### config.mk
export PLATFORM = sky130hd
export DESIGN_NAME = fragment_reassembly_ring_tracker_core
export DESIGN_NICKNAME = d
export VERILOG_FILES = /design/src/rtl/frt_pkg.sv /design/src/rtl/frt_ctrl.sv /design/src/rtl/frt_datapath.sv /design/src/rtl/fragment_reassembly_ring_tracker_core.sv
export SDC_FILE = /design/constraint.sdc
export NUM_CORES = 1
export LEC_CHECK = 0
export CAP_MARGIN = 20
export CORE_UTILIZATION = 47
export CTS_BUF_LIST = sky130_fd_sc_hd__clkbuf_4
export CTS_CLUSTER_DIAMETER = 40
export DETAILED_ROUTE_END_ITERATION = 10
export DONT_BUFFER_PORTS = 1
export HOLD_SLACK_MARGIN = 0.05
export PLACE_DENSITY = 0.71
export SLEW_MARGIN = 30
export SYNTH_ARGS = -nofsm -noshare
export SYNTH_HDL_FRONTEND = slang
export SYNTH_SLANG_ARGS = --single-unit
export TNS_END_PERCENT = 20
### constraint.sdc
create_clock -name clock -period 1.9 [get_ports clock]
set_input_delay 0.19 -clock clock [delete_from_list [all_inputs] [get_ports clock]]
set_output_delay 0.19 -clock clock [all_outputs]
set_load 0.03 [all_outputs]
### src/rtl/frt_pkg.sv
// Shared types and constants for the fragment reassembly ring tracker.
// Used by the controller, the datapath, the top level and the port checker.
// No dependencies.
package frt_pkg;

   // Field widths of one request and one response transaction
   localparam int HEADER_W = 8;
   localparam int SLOT_OUT_W = 3;
   localparam int COUNT_W = 4;
   localparam int ERROR_W = 3;
   localparam int REQ_DATA_W = 16;
   localparam int RSP_DATA_W = 16;

   // Header layout
   localparam int SEQ_LSB = 5;
   localparam int SEQ_W = 3;
   localparam int LAST_FRAG_BIT = 4;

   // Frame size limit
   localparam logic [COUNT_W-1:0] MAX_FRAGMENTS = 4'd8;

   // Request kinds carried on tuser
   localparam logic CMD_FRAGMENT = 1'b0;
   localparam logic CMD_RELEASE = 1'b1;

   // Error codes
   localparam logic [ERROR_W-1:0] ERR_NONE = 3'd0;
   localparam logic [ERROR_W-1:0] ERR_START_MISMATCH = 3'd1;
   localparam logic [ERROR_W-1:0] ERR_UNDERFLOW = 3'd2;
   localparam logic [ERROR_W-1:0] ERR_ZERO_RELEASE = 3'd3;
   localparam logic [ERROR_W-1:0] ERR_OVERFLOW = 3'd4;
   localparam logic [ERROR_W-1:0] ERR_TOO_MANY = 3'd5;

   // Sequencer states
   typedef enum logic {
      ST_IDLE,
      ST_EXEC
   } ctrl_state_type;

   // Controller to datapath commands
   typedef struct packed {
      logic capture;   // latch the request transaction
      logic execute;   // update ring state and load the response register
   } dp_cmd_type;

endpackage

### src/rtl/frt_ctrl.sv
// Sequencer for the ring tracker: request/response handshakes and datapath commands.
// Depends on frt_pkg.
module frt_ctrl (
   input  logic               clock,
   input  logic               reset,
   input  logic               req_tvalid,
   output logic               req_tready,
   output logic               rsp_tvalid,
   input  logic               rsp_tready,
   output frt_pkg::dp_cmd_type cmd
);
   import frt_pkg::*;

   ctrl_state_type state_ff;
   ctrl_state_type state_in;
   logic           rsp_valid_ff;
   logic           rsp_valid_in;
   logic           exec_fire;

   // Response register is free when empty or being drained this cycle
   assign exec_fire = (state_ff == ST_EXEC) && (!rsp_valid_ff || rsp_tready);

   // Next state
   always_comb begin
      state_in = state_ff;
      unique case (state_ff)
         ST_IDLE: begin
            if (req_tvalid) begin
               state_in = ST_EXEC;
            end
         end
         ST_EXEC: begin
            if (exec_fire) begin
               state_in = ST_IDLE;
            end
         end
         default: state_in = ST_IDLE;
      endcase
   end

   // Outputs and commands
   always_comb begin
      req_tready = (state_ff == ST_IDLE);
      cmd.capture = (state_ff == ST_IDLE) && req_tvalid;
      cmd.execute = exec_fire;
   end

   // Response valid flag
   always_comb begin
      priority if (exec_fire) begin
         rsp_valid_in = 1'b1;
      end else if (rsp_tready) begin
         rsp_valid_in = 1'b0;
      end else begin
         rsp_valid_in = rsp_valid_ff;
      end
   end

   always_ff @(posedge clock) begin
      if (reset) begin
         state_ff <= ST_IDLE;
         rsp_valid_ff <= 1'b0;
      end else begin
         state_ff <= state_in;
         rsp_valid_ff <= rsp_valid_in;
      end
   end

   assign rsp_tvalid = rsp_valid_ff;

endmodule

### src/rtl/frt_datapath.sv
// Ring bookkeeping: head, tail, occupancy and fragment count, plus the response register.
// Depends on frt_pkg; driven by commands from frt_ctrl.
module frt_datapath #(
   parameter int RING_DEPTH = 8
) (
   input  logic                              clock,
   input  logic                              reset,
   input  frt_pkg::dp_cmd_type               cmd,
   input  logic [frt_pkg::REQ_DATA_W-1:0]    req_tdata,
   input  logic                              req_tuser,
   output logic [frt_pkg::RSP_DATA_W-1:0]    rsp_tdata,
   output logic                              rsp_tlast
);
   import frt_pkg::*;

   localparam int SLOT_W = $clog2(RING_DEPTH);
   localparam int OCC_W = $clog2(2 * RING_DEPTH);
   localparam int MOD_W = SLOT_W + 5;
   localparam int MOD_STEPS = (RING_DEPTH + 14) / RING_DEPTH;
   localparam int WIDE_W = OCC_W + COUNT_W;
   localparam logic [OCC_W-1:0] OCC_LIMIT = OCC_W'(2 * RING_DEPTH - 1);
   localparam logic [SLOT_W-1:0] SLOT_LAST = SLOT_W'(RING_DEPTH - 1);

   // Small modulo by the ring depth; input stays below depth + 15
   function automatic logic [SLOT_W-1:0] ring_mod(input logic [MOD_W-1:0] v);
      logic [MOD_W-1:0] r;
      r = v;
      for (int i = 0; i < MOD_STEPS; i++) begin
         if (r >= MOD_W'(RING_DEPTH)) begin
            r = r - MOD_W'(RING_DEPTH);
         end
      end
      return r[SLOT_W-1:0];
   endfunction

   // Ring state
   logic [SLOT_W-1:0]  head_ff, head_in;
   logic [SLOT_W-1:0]  tail_ff, tail_in;
   logic [OCC_W-1:0]   occ_ff, occ_in;
   logic [COUNT_W-1:0] frag_ff, frag_in;

   // Captured request
   logic                kind_ff;
   logic [HEADER_W-1:0] header_ff;
   logic [2:0]          rstart_ff;
   logic [COUNT_W-1:0]  rcount_ff;

   // Response register
   logic [SLOT_OUT_W-1:0] wslot_ff, wslot_in;
   logic                  commit_ff, commit_in;
   logic                  drop_ff, drop_in;
   logic                  ind_ff, ind_in;
   logic [SLOT_OUT_W-1:0] fstart_ff, fstart_in;
   logic [COUNT_W-1:0]    fcount_ff, fcount_in;
   logic [ERROR_W-1:0]    err_ff, err_in;

   // Intermediate terms
   logic [7:0]          head_ext;
   logic [7:0]          tail_ext;
   logic [SEQ_W-1:0]    seq;
   logic [SLOT_W-1:0]   back;
   logic [SLOT_W:0]     tail_sub;
   logic [SLOT_W-1:0]   tail_back;
   logic [SLOT_W-1:0]   tail_inc;
   logic [OCC_W-1:0]    occ_inc;
   logic [COUNT_W-1:0]  frag_inc;
   logic [WIDE_W-1:0]   occ_wide;
   logic [WIDE_W-1:0]   frag_wide;
   logic [WIDE_W-1:0]   rcount_wide;
   logic [SLOT_W-1:0]   head_adv;

   assign head_ext = 8'(head_ff);
   assign tail_ext = 8'(tail_ff);
   assign seq = header_ff[SEQ_LSB +: SEQ_W];

   // Rollback and advance pointer arithmetic
   always_comb begin
      back = ring_mod(MOD_W'(frag_ff));
      tail_sub = {1'b0, tail_ff} + (SLOT_W + 1)'(RING_DEPTH) - {1'b0, back};
      if (tail_sub >= (SLOT_W + 1)'(RING_DEPTH)) begin
         tail_back = tail_sub[SLOT_W-1:0] - SLOT_W'(RING_DEPTH);
      end else begin
         tail_back = tail_sub[SLOT_W-1:0];
      end
      tail_inc = (tail_ff == SLOT_LAST) ? '0 : tail_ff + 1'b1;
      occ_inc = (occ_ff < OCC_LIMIT) ? occ_ff + 1'b1 : occ_ff;
      frag_inc = frag_ff + 1'b1;
      occ_wide = WIDE_W'(occ_ff);
      frag_wide = WIDE_W'(frag_ff);
      rcount_wide = WIDE_W'(rcount_ff);
      head_adv = ring_mod(MOD_W'(head_ff) + MOD_W'(rcount_ff));
   end

   // Next ring state and response
   always_comb begin
      head_in = head_ff;
      tail_in = tail_ff;
      occ_in = occ_ff;
      frag_in = frag_ff;
      wslot_in = '0;
      commit_in = 1'b0;
      drop_in = 1'b0;
      ind_in = 1'b0;
      fstart_in = '0;
      fcount_in = '0;
      err_in = ERR_NONE;
      if (kind_ff == CMD_FRAGMENT) begin
         wslot_in = tail_ext[SLOT_OUT_W-1:0];
         if (frag_ff != COUNT_W'(seq)) begin
            // sequence break: roll back the partial frame when possible
            drop_in = 1'b1;
            if (occ_wide >= frag_wide) begin
               occ_in = occ_ff - OCC_W'(frag_ff);
               tail_in = tail_back;
               frag_in = '0;
            end
         end else begin
            commit_in = 1'b1;
            tail_in = tail_inc;
            occ_in = occ_inc;
            frag_in = frag_inc;
            priority if (WIDE_W'(occ_inc) > WIDE_W'(RING_DEPTH)) begin
               err_in = ERR_OVERFLOW;
            end else if (frag_inc > MAX_FRAGMENTS) begin
               err_in = ERR_TOO_MANY;
            end else begin
               err_in = ERR_NONE;
            end
            if (header_ff[LAST_FRAG_BIT]) begin
               ind_in = 1'b1;
               fstart_in = head_ext[SLOT_OUT_W-1:0];
               fcount_in = frag_inc;
               frag_in = '0;
            end
         end
      end else begin
         // release at head
         if (rcount_ff != '0) begin
            head_in = head_adv;
            if (occ_wide < rcount_wide) begin
               err_in = ERR_UNDERFLOW;
            end else begin
               occ_in = occ_ff - OCC_W'(rcount_ff);
            end
         end else begin
            err_in = ERR_ZERO_RELEASE;
         end
         if (rstart_ff != head_ext[2:0]) begin
            err_in = ERR_START_MISMATCH;
         end
      end
   end

   // Ring state registers
   always_ff @(posedge clock) begin
      if (reset) begin
         head_ff <= '0;
         tail_ff <= '0;
         occ_ff <= '0;
         frag_ff <= '0;
      end else if (cmd.execute) begin
         head_ff <= head_in;
         tail_ff <= tail_in;
         occ_ff <= occ_in;
         frag_ff <= frag_in;
      end
   end

   // Request capture
   always_ff @(posedge clock) begin
      if (cmd.capture) begin
         kind_ff <= req_tuser;
         header_ff <= req_tdata[7:0];
         rstart_ff <= req_tdata[10:8];
         rcount_ff <= req_tdata[14:11];
      end
   end

   // Response register
   always_ff @(posedge clock) begin
      if (cmd.execute) begin
         wslot_ff <= wslot_in;
         commit_ff <= commit_in;
         drop_ff <= drop_in;
         ind_ff <= ind_in;
         fstart_ff <= fstart_in;
         fcount_ff <= fcount_in;
         err_ff <= err_in;
      end
   end

   assign rsp_tdata = {1'b0, err_ff, fcount_ff, fstart_ff, drop_ff, commit_ff, wslot_ff};
   assign rsp_tlast = ind_ff;

endmodule

### src/rtl/fragment_reassembly_ring_tracker_core.sv
// Top level of the fragment reassembly ring tracker.
// Depends on frt_pkg, frt_ctrl and frt_datapath.
//
//   Channel  Dir  Handshake            Payload
//   req      in   req_tvalid/tready    tdata: header, release_start, release_count;
//                                      tuser: command
//   rsp      out  rsp_tvalid/tready    tdata: result fields; tlast: indicate
//
// Each request is captured in the idle state, then an execute step updates
// head, tail and counts and loads the response register.
// The execute step waits while a previous response is still held by a stalled
// consumer; the next request is taken as soon as execute completes.
// Reset is synchronous and clears pointers, counts and the response valid flag.
module fragment_reassembly_ring_tracker_core #(
   parameter int RING_DEPTH = 8
) (
   input  logic                           clock,
   input  logic                           reset,
   input  logic                           req_tvalid,
   output logic                           req_tready,
   // [7:0] header, [10:8] release_start, [14:11] release_count, [15] zero
   input  logic [frt_pkg::REQ_DATA_W-1:0] req_tdata,
   // [0] command
   input  logic                           req_tuser,
   output logic                           rsp_tvalid,
   input  logic                           rsp_tready,
   // [2:0] write_slot, [3] committed, [4] dropped, [7:5] frame_start,
   // [11:8] frame_count, [14:12] error_code, [15] zero
   output logic [frt_pkg::RSP_DATA_W-1:0] rsp_tdata,
   output logic                           rsp_tlast
);
   import frt_pkg::*;

   dp_cmd_type cmd;

   // Sequencer
   frt_ctrl u_ctrl (
      .clock      (clock),
      .reset      (reset),
      .req_tvalid (req_tvalid),
      .req_tready (req_tready),
      .rsp_tvalid (rsp_tvalid),
      .rsp_tready (rsp_tready),
      .cmd        (cmd)
   );

   // Ring bookkeeping
   frt_datapath #(
      .RING_DEPTH (RING_DEPTH)
   ) u_datapath (
      .clock     (clock),
      .reset     (reset),
      .cmd       (cmd),
      .req_tdata (req_tdata),
      .req_tuser (req_tuser),
      .rsp_tdata (rsp_tdata),
      .rsp_tlast (rsp_tlast)
   );

endmodule

Word level (Yosys, flattened, before mapping)
Index checks and enable logic that the tools add are counted.
{"block": "word_totals", "out_inout_bits": 19, "word_cells": 90, "inputBits": 21, "reg_bits": 48}
{"block": "op_classes", "add_sub_neg": 12, "n_eq_ne": 7, "reduce_logical": 11, "n_bitwise": 3, "n_mux": 31, "magnitude_cmp": 9}
{"op": "4-bit two-way mux", "n": 9}
{"op": "3-bit two-way mux", "n": 9}
{"op": "8-bit by 4-bit greater-or-equal comparator with 1-bit output, second input constant", "n": 3}
{"op": "8-bit two-way mux", "n": 2}
{"op": "4-bit by 1-bit adder with 4-bit output, second input constant", "n": 2}
{"op": "4-bit > comparator, second input constant", "n": 2}
{"op": "4-bit subtractor", "n": 2}
{"op": "8-bit by 4-bit subtractor with 8-bit output, second input constant", "n": 1}
{"op": "1-bit two-way mux", "n": 7}
{"op": "3-bit by 1-bit adder with 3-bit output, second input constant", "n": 2}
{"op": "2-bit two-way mux", "n": 3}
{"op": "2-bit != test, second input constant", "n": 3}
{"op": "3-bit AND reduction", "n": 2}
{"op": "3-bit by 1-bit subtractor with 3-bit output, second input constant", "n": 2}
{"op": "3-bit by 4-bit adder with 5-bit output", "n": 1}
{"op": "4-bit by 4-bit subtractor with 5-bit output, second input constant", "n": 1}
{"op": "4-bit greater-or-equal comparator", "n": 1}
{"op": "4-bit greater-or-equal comparator, second input constant", "n": 1}
{"op": "4-bit < comparator", "n": 1}
{"op": "4-bit < comparator, second input constant", "n": 1}
{"op": "4-bit by 3-bit != test with 1-bit output", "n": 1}
{"op": "4-bit AND reduction", "n": 1}
{"op": "4-bit nonzero test", "n": 1}
{"op": "3-bit equality test, second input constant", "n": 1}
{"op": "11 further kinds", "n": 14}

Longest topological paths before layout
{"block": "depth", "word_depth": 7, "ltp_mapped": 9, "mapped_depth_nobuf": 9}

Modules after synthesis
A second synthesis with hierarchy kept.
{"block": "unflattened", "cells_unflattened": 219, "hier_area_um2": 2408.6}
{"module": "frt_datapath", "area_per_inst_um2": 2313.5, "instances": 1, "seq_area_each_um2": 1121.1, "cells_each": 209}
{"module": "frt_ctrl", "area_per_inst_um2": 95.1, "instances": 1, "seq_area_each_um2": 40.0, "cells_each": 10}

Least setup slack after synthesis
Ideal clock, no wire load.
{"block": "synth_timing", "path_type": "register to register", "start": "reg u_datapath.occ_ff[0]", "end": "reg u_datapath.occ_ff[2]", "setup_slack_ns": -0.240, "required_time_ns": 1.784, "setup_ns": 0.116, "synth_period_minus_slack_ns": 2.140, "n_path_buf": 0, "t_arrival_ns": 2.024, "path_stages_with_launch": 10, "cell_sequence": "dfxtp_1 inv_1 ha_1 inv_1 fa_1 a21o_1 a21oi_1 a211oi_1 a21oi_1 a41o_1"}
{"block": "synth_between", "elab_chain_len": 4, "word_cells_on_any_way": 15, "cone_classes": "add/sub: 3; order compare: 3; eq/ne: 2; mux: 6; reduce/logical: 1"}
{"item": "start, declared", "line_no": "frt_datapath.sv:39", "source": "logic [OCC_W-1:0] occ_ff, occ_in;"}
{"item": "start signal, assigned", "line_no": "frt_datapath.sv:164", "source": "occ_ff <= occ_in;"}
{"item": "4-bit by 1-bit adder with 4-bit output (tied with other cells)", "line_no": "frt_datapath.sv:86", "source": "occ_inc = (occ_ff < OCC_LIMIT) ? occ_ff + 1'b1 : occ_ff;"}
{"item": "4-bit two-way mux (on tied branches)", "line_no": "frt_datapath.sv:86, frt_datapath.sv:112, frt_datapath.sv:140"}
{"item": "4-bit two-way mux (on tied branches)", "line_no": "frt_datapath.sv:109, frt_datapath.sv:138"}
{"item": "4-bit two-way mux", "line_no": "frt_datapath.sv:107", "source": "if (kind_ff == CMD_FRAGMENT) begin"}
Several ways; a longest one is shown, not always the timed one. The select of a mux whose other input is x is not followed.
A chain may end at the register's enable or synchronous reset.

Worst setup path in the final report
{"block": "layout_timing", "start": "reg u_datapath.rcount_ff[0]", "end": "reg u_datapath.occ_ff[1]"}
{"block": "layout_between", "elab_chain_len": 4, "word_cells_on_any_way": 9, "cone_classes": "add/sub: 1; order compare: 1; eq/ne: 2; mux: 3; reduce/logical: 2"}
{"item": "start, declared", "line_no": "frt_datapath.sv:46", "source": "logic [COUNT_W-1:0] rcount_ff;"}
{"item": "start signal, assigned", "line_no": "frt_datapath.sv:175", "source": "rcount_ff <= req_tdata[14:11];"}
{"item": "4-bit subtractor", "line_no": "frt_datapath.sv:143", "source": "occ_in = occ_ff - OCC_W'(rcount_ff);"}
{"item": "4-bit two-way mux", "line_no": "frt_datapath.sv:140", "source": "if (occ_wide < rcount_wide) begin"}
{"item": "4-bit two-way mux", "line_no": "frt_datapath.sv:138", "source": "if (rcount_ff != '0) begin"}
{"item": "4-bit two-way mux", "line_no": "frt_datapath.sv:107"}
Several ways; a longest one is shown, not always the timed one. The select of a mux whose other input is x is not followed.

==> impl_metrics.csv <==
group,metric,value,unit
worst_hold_path,hold_class,"input port to flop",
floorplanning,core-area,0.004786,mm^2
worst_setup_path,r2r_setup_slack,-20,ps
worst_setup_path,critical_path_class,"flop to flop",
worst_setup_path,slowest_stage,"edfxtp_1",
synth,synth-edff-count,28,
worst_setup_path,required,2170,ps
timing,fin_crit,1915,ps
worst_hold_path,min_from,"reset",
routing,drt_pre_antenna_iters,4,
synth,synth_top_area_share,35.28,%
timing,rsz0062_at_grt,"true",
worst_setup_path,critPathCaptureType,"flop",
timing,hold_viol,0,
placement,place_area,0.002656,mm^2
floorplanning,start_util,49.80,%
global_routing,grt_start_max_net_pins,20,
cells_and_area,syn_to_final_growth,28.50,%
placement,place.gp.congestion,0.8256,
worst_hold_path,hold_depth,2,
synth,syn_nets,261,
global_routing,grt-ovfl-total,0,
global_routing,grt_pass1_wl,8224,um
synth,ys_warn_count,0,
cells_and_area,multiInputGateArea,0.001260,mm^2
power_and_ir_drop,switchingPower,0.0005922,W
timing,max_freq,522.1,MHz
run_status,status,"complete, but fails checks",
routing,avgRoutedWirePerCell,16.07,um
floorplanning,die_area,0.005360,mm^2
worst_setup_path,timing.rr.start,"u_datapath.rcount_ff[0]",
synth,ys_seq_area_share,48.71,%
cells_and_area,final_area,0.003063,mm^2
routing,via_per_inst,5.407,
routing,vias,1806,
run_status,violations,"negative setup slack",
timing,finalSetupTns,-15.19,ps
power_and_ir_drop,p_int,0.001513,W
worst_setup_path,crit_arrival,2180,ps
worst_setup_path,reg2reg_depth,8,
cells_and_area,mostFrequentLayoutCells,"31 x buf_4, 28 x edfxtp_1, 22 x nor2_1",
power_and_ir_drop,p_seq_share,54.6,%
worst_setup_path,critPathLaunch,"u_datapath.rcount_ff[0]",
cells_and_area,fillCellCount,384,
routing,remaining_drc_errors,0,
timing,fin_ws,-15.19,ps
floorplanning,dieWidth,73.22,um
synth,yosysTopAreaCell,"edfxtp_1",
cells_and_area,final_nets,305,
power_and_ir_drop,p_clk_share,29.1,%
clock_tree,cts_sinks,44,
synth,synthCells,222,
cells_and_area,drive_gt1_share,26.22,%
timing,finClkSkew,19.40,ps
clock_tree,cts_made_buffers,5,
power_and_ir_drop,p_per_area,687.4,mW/mm^2
routing,ant_nets,0,
synth,synth_area_leaders,"edfxtp_1 35%, dfxtp_1 13%, ha_1 7.3%",
worst_hold_path,worstHoldEndpoint,"u_datapath.occ_ff[2]",
routing,routed_wl,5366,um
timing,final-setup-viol-count,1,
timing,tightest_slew,773.7,ps
timing,post-route-period-util,100.8,%
synth,synth-seq-cells,44,
clock_tree,clk_latency,370,ps
cells_and_area,fin_util,64.00,%
worst_setup_path,startpoint_type,"flop",
synth,ys_types,44,
routing,first_iter_violations,50,
synth,synth-main-ff-cell,"edfxtp_1",
synth,syn_area_per_cell,10.74,um^2
floorplanning,boundaryPins,40,
cells_and_area,n_antenna_cell,0,
synth,async_flop_share,0,%
power_and_ir_drop,irDropWorstVdd,0.5668,mV
floorplanning,num_rows,25,
power_and_ir_drop,combPwrFrac,16.3,%
timing,hold_ws,101.5,ps
global_routing,antenna_found_initial,0,
worst_setup_path,reg2reg_to,"u_datapath.occ_ff[1]",
clock_tree,clockBufferDepth,2,
timing,final-max-slew-violation-count,0,
job,max-cap-violations,0,
placement,io_buffers,0,
clock_tree,cts_tree,"yes",
global_routing,grt_use_total,20.85,%
synth,synth_area,0.002384,mm^2
power_and_ir_drop,total_power,0.002106,W
worst_setup_path,critical_path.cell_chain,"ha_4 -> inv_2 -> fa_2 -> a21o_1 -> a21oi_4 -> a211oi_4 -> a21oi_1 -> a311oi_1",
placement,place_hpwl,3593,um
worst_setup_path,critPathMaxStageDelay,470,ps
floorplanning,die_y,73.22,um
cells_and_area,final_common_cell,"buf_4",
timing,relSlewSlack,48.25,%
clock_tree,cts_max_level,2,
global_routing,grt_pass1_vias,1810,
power_and_ir_drop,power.leakage,1.181,nW
clock_tree,clkTransAtPathRegs,140,ps
worst_setup_path,critPathMaxFanout,5,
clock_tree,cts-root-buf,"clkbuf_4",
cells_and_area,seqCellArea,0.001171,mm^2
power_and_ir_drop,switching_share,28.13,%
[area by class of cell]
cell class,count,share of cell area [%]
flip-flops and latches,44,38.24
multi-input cells,150,41.14
inverters,18,2.288
clock inverters,3,1.511
repair buffers,47,12.87
clock buffers,5,1.225
well taps,67,2.737
[synth_stat cells, drive strengths merged, types with 2 or more instances]
library cell,number
edfxtp,28
nor2,22
inv,18
a21oi,17
dfxtp,16
ha,14
xnor2,9
buf,7
mux2i,7
nand3,7
nor3,7
nand2,5
nand2b,5
o21ai,5
xor2,5
clkbuf,4
fa,4
nand3b,4
a211o,3
a211oi,3
a21o,3
and2,3
nand4b,3
nor2b,3
nor4,3
nor3b,2
or4,2
[stage by stage]
| step | worst slack, ps | instances |
|---|---|---|
| final | -15.19 | 334 |
| after global routing | -60.94 | 334 |
| after CTS | -6.111 | 332 |
| after detailed placement | -82.58 | 309 |
| after global placement | -66.05 | 309 |
| after floorplan | -3.130 | 222 |
[worst max-delay path by stage]
stage / cells after the start / end
floorplan: 8 / u_datapath.occ_ff[2]
global placement: 10 / u_datapath.occ_ff[3]
detailed placement: 10 / u_datapath.occ_ff[3]
CTS: 8 / u_datapath.occ_ff[2]
global route: 7 / u_datapath.occ_ff[2]
finish: 8 / u_datapath.occ_ff[1]
[worst max-delay path: cells and delay by family, from the launching register on]
family                   cells  cell delay (ps)
AO/OA/AOI/OAI                5              920
adder cells (fa/ha/maj)      2              380
flip-flops                   1              470
buffers and inverters        1               50
[state kept, by name, summed over array words and instances, names as in the netlist]
name and flops:
u_datapath.fcount_ff 4, u_datapath.frag_ff 4, u_datapath.header_ff 4, u_datapath.occ_ff 4, u_datapath.rcount_ff 4, u_datapath.err_ff 3, u_datapath.fstart_ff 3, u_datapath.head_ff 3
u_datapath.rstart_ff 3, u_datapath.tail_ff 3, u_datapath.wslot_ff 3, u_ctrl.rsp_tvalid 1, u_ctrl.state_ff 1, u_datapath.commit_ff 1, u_datapath.drop_ff 1, u_datapath.kind_ff 1
u_datapath.rsp_tlast 1
[power by group through the flow]
stage | clock, W | combinational (W) | sequential, W
floorplan | 0 | 0.000189 | 0.00116
global placement | 0 | 0.000255 | 0.00117
detailed placement | 0 | 0.000262 | 0.00117
CTS | 0.000622 | 0.000314 | 0.00115
global route | 0.000657 | 0.000376 | 0.00116
finish | 0.000612 | 0.000344 | 0.00115
[metal layers]
metal  global-route usage [%]  share of wire, %
met5                        0                 0
met4                    7.843               2.4
met3                    4.972               4.0
met2                    37.45                52
met1                    23.83                41
[what timing repair did]
action,in CTS,in global routing
gates resized for setup,11,20
setup buffers,0,2
endpoints found under the setup margin,7,13
endpoints found under the hold margin,27,0
cloned,1,0
pin swaps,4,4
hold buffers,15,0
[kinds of logic (layout without fill, tap and decap cells)]
| group | count (synthesis) | in the layout | synth area share, % |
|---|---|---|---|
| and+or+nand+nor | 68 | 68 | 15.54 |
| DFF | 44 | 44 | 48.71 |
| AOI/OAI and AO/OA | 41 | 42 | 11.29 |
| buffers and inverters | 29 | 73 | 5.511 |
| adders and majority gates | 18 | 18 | 10.71 |
| xor gates and xnor gates | 14 | 14 | 5.144 |
| muxes | 7 | 7 | 2.940 |
| other | 1 | 1 | 0.1573 |
Note: power is estimated with default switching activity, not from simulation.
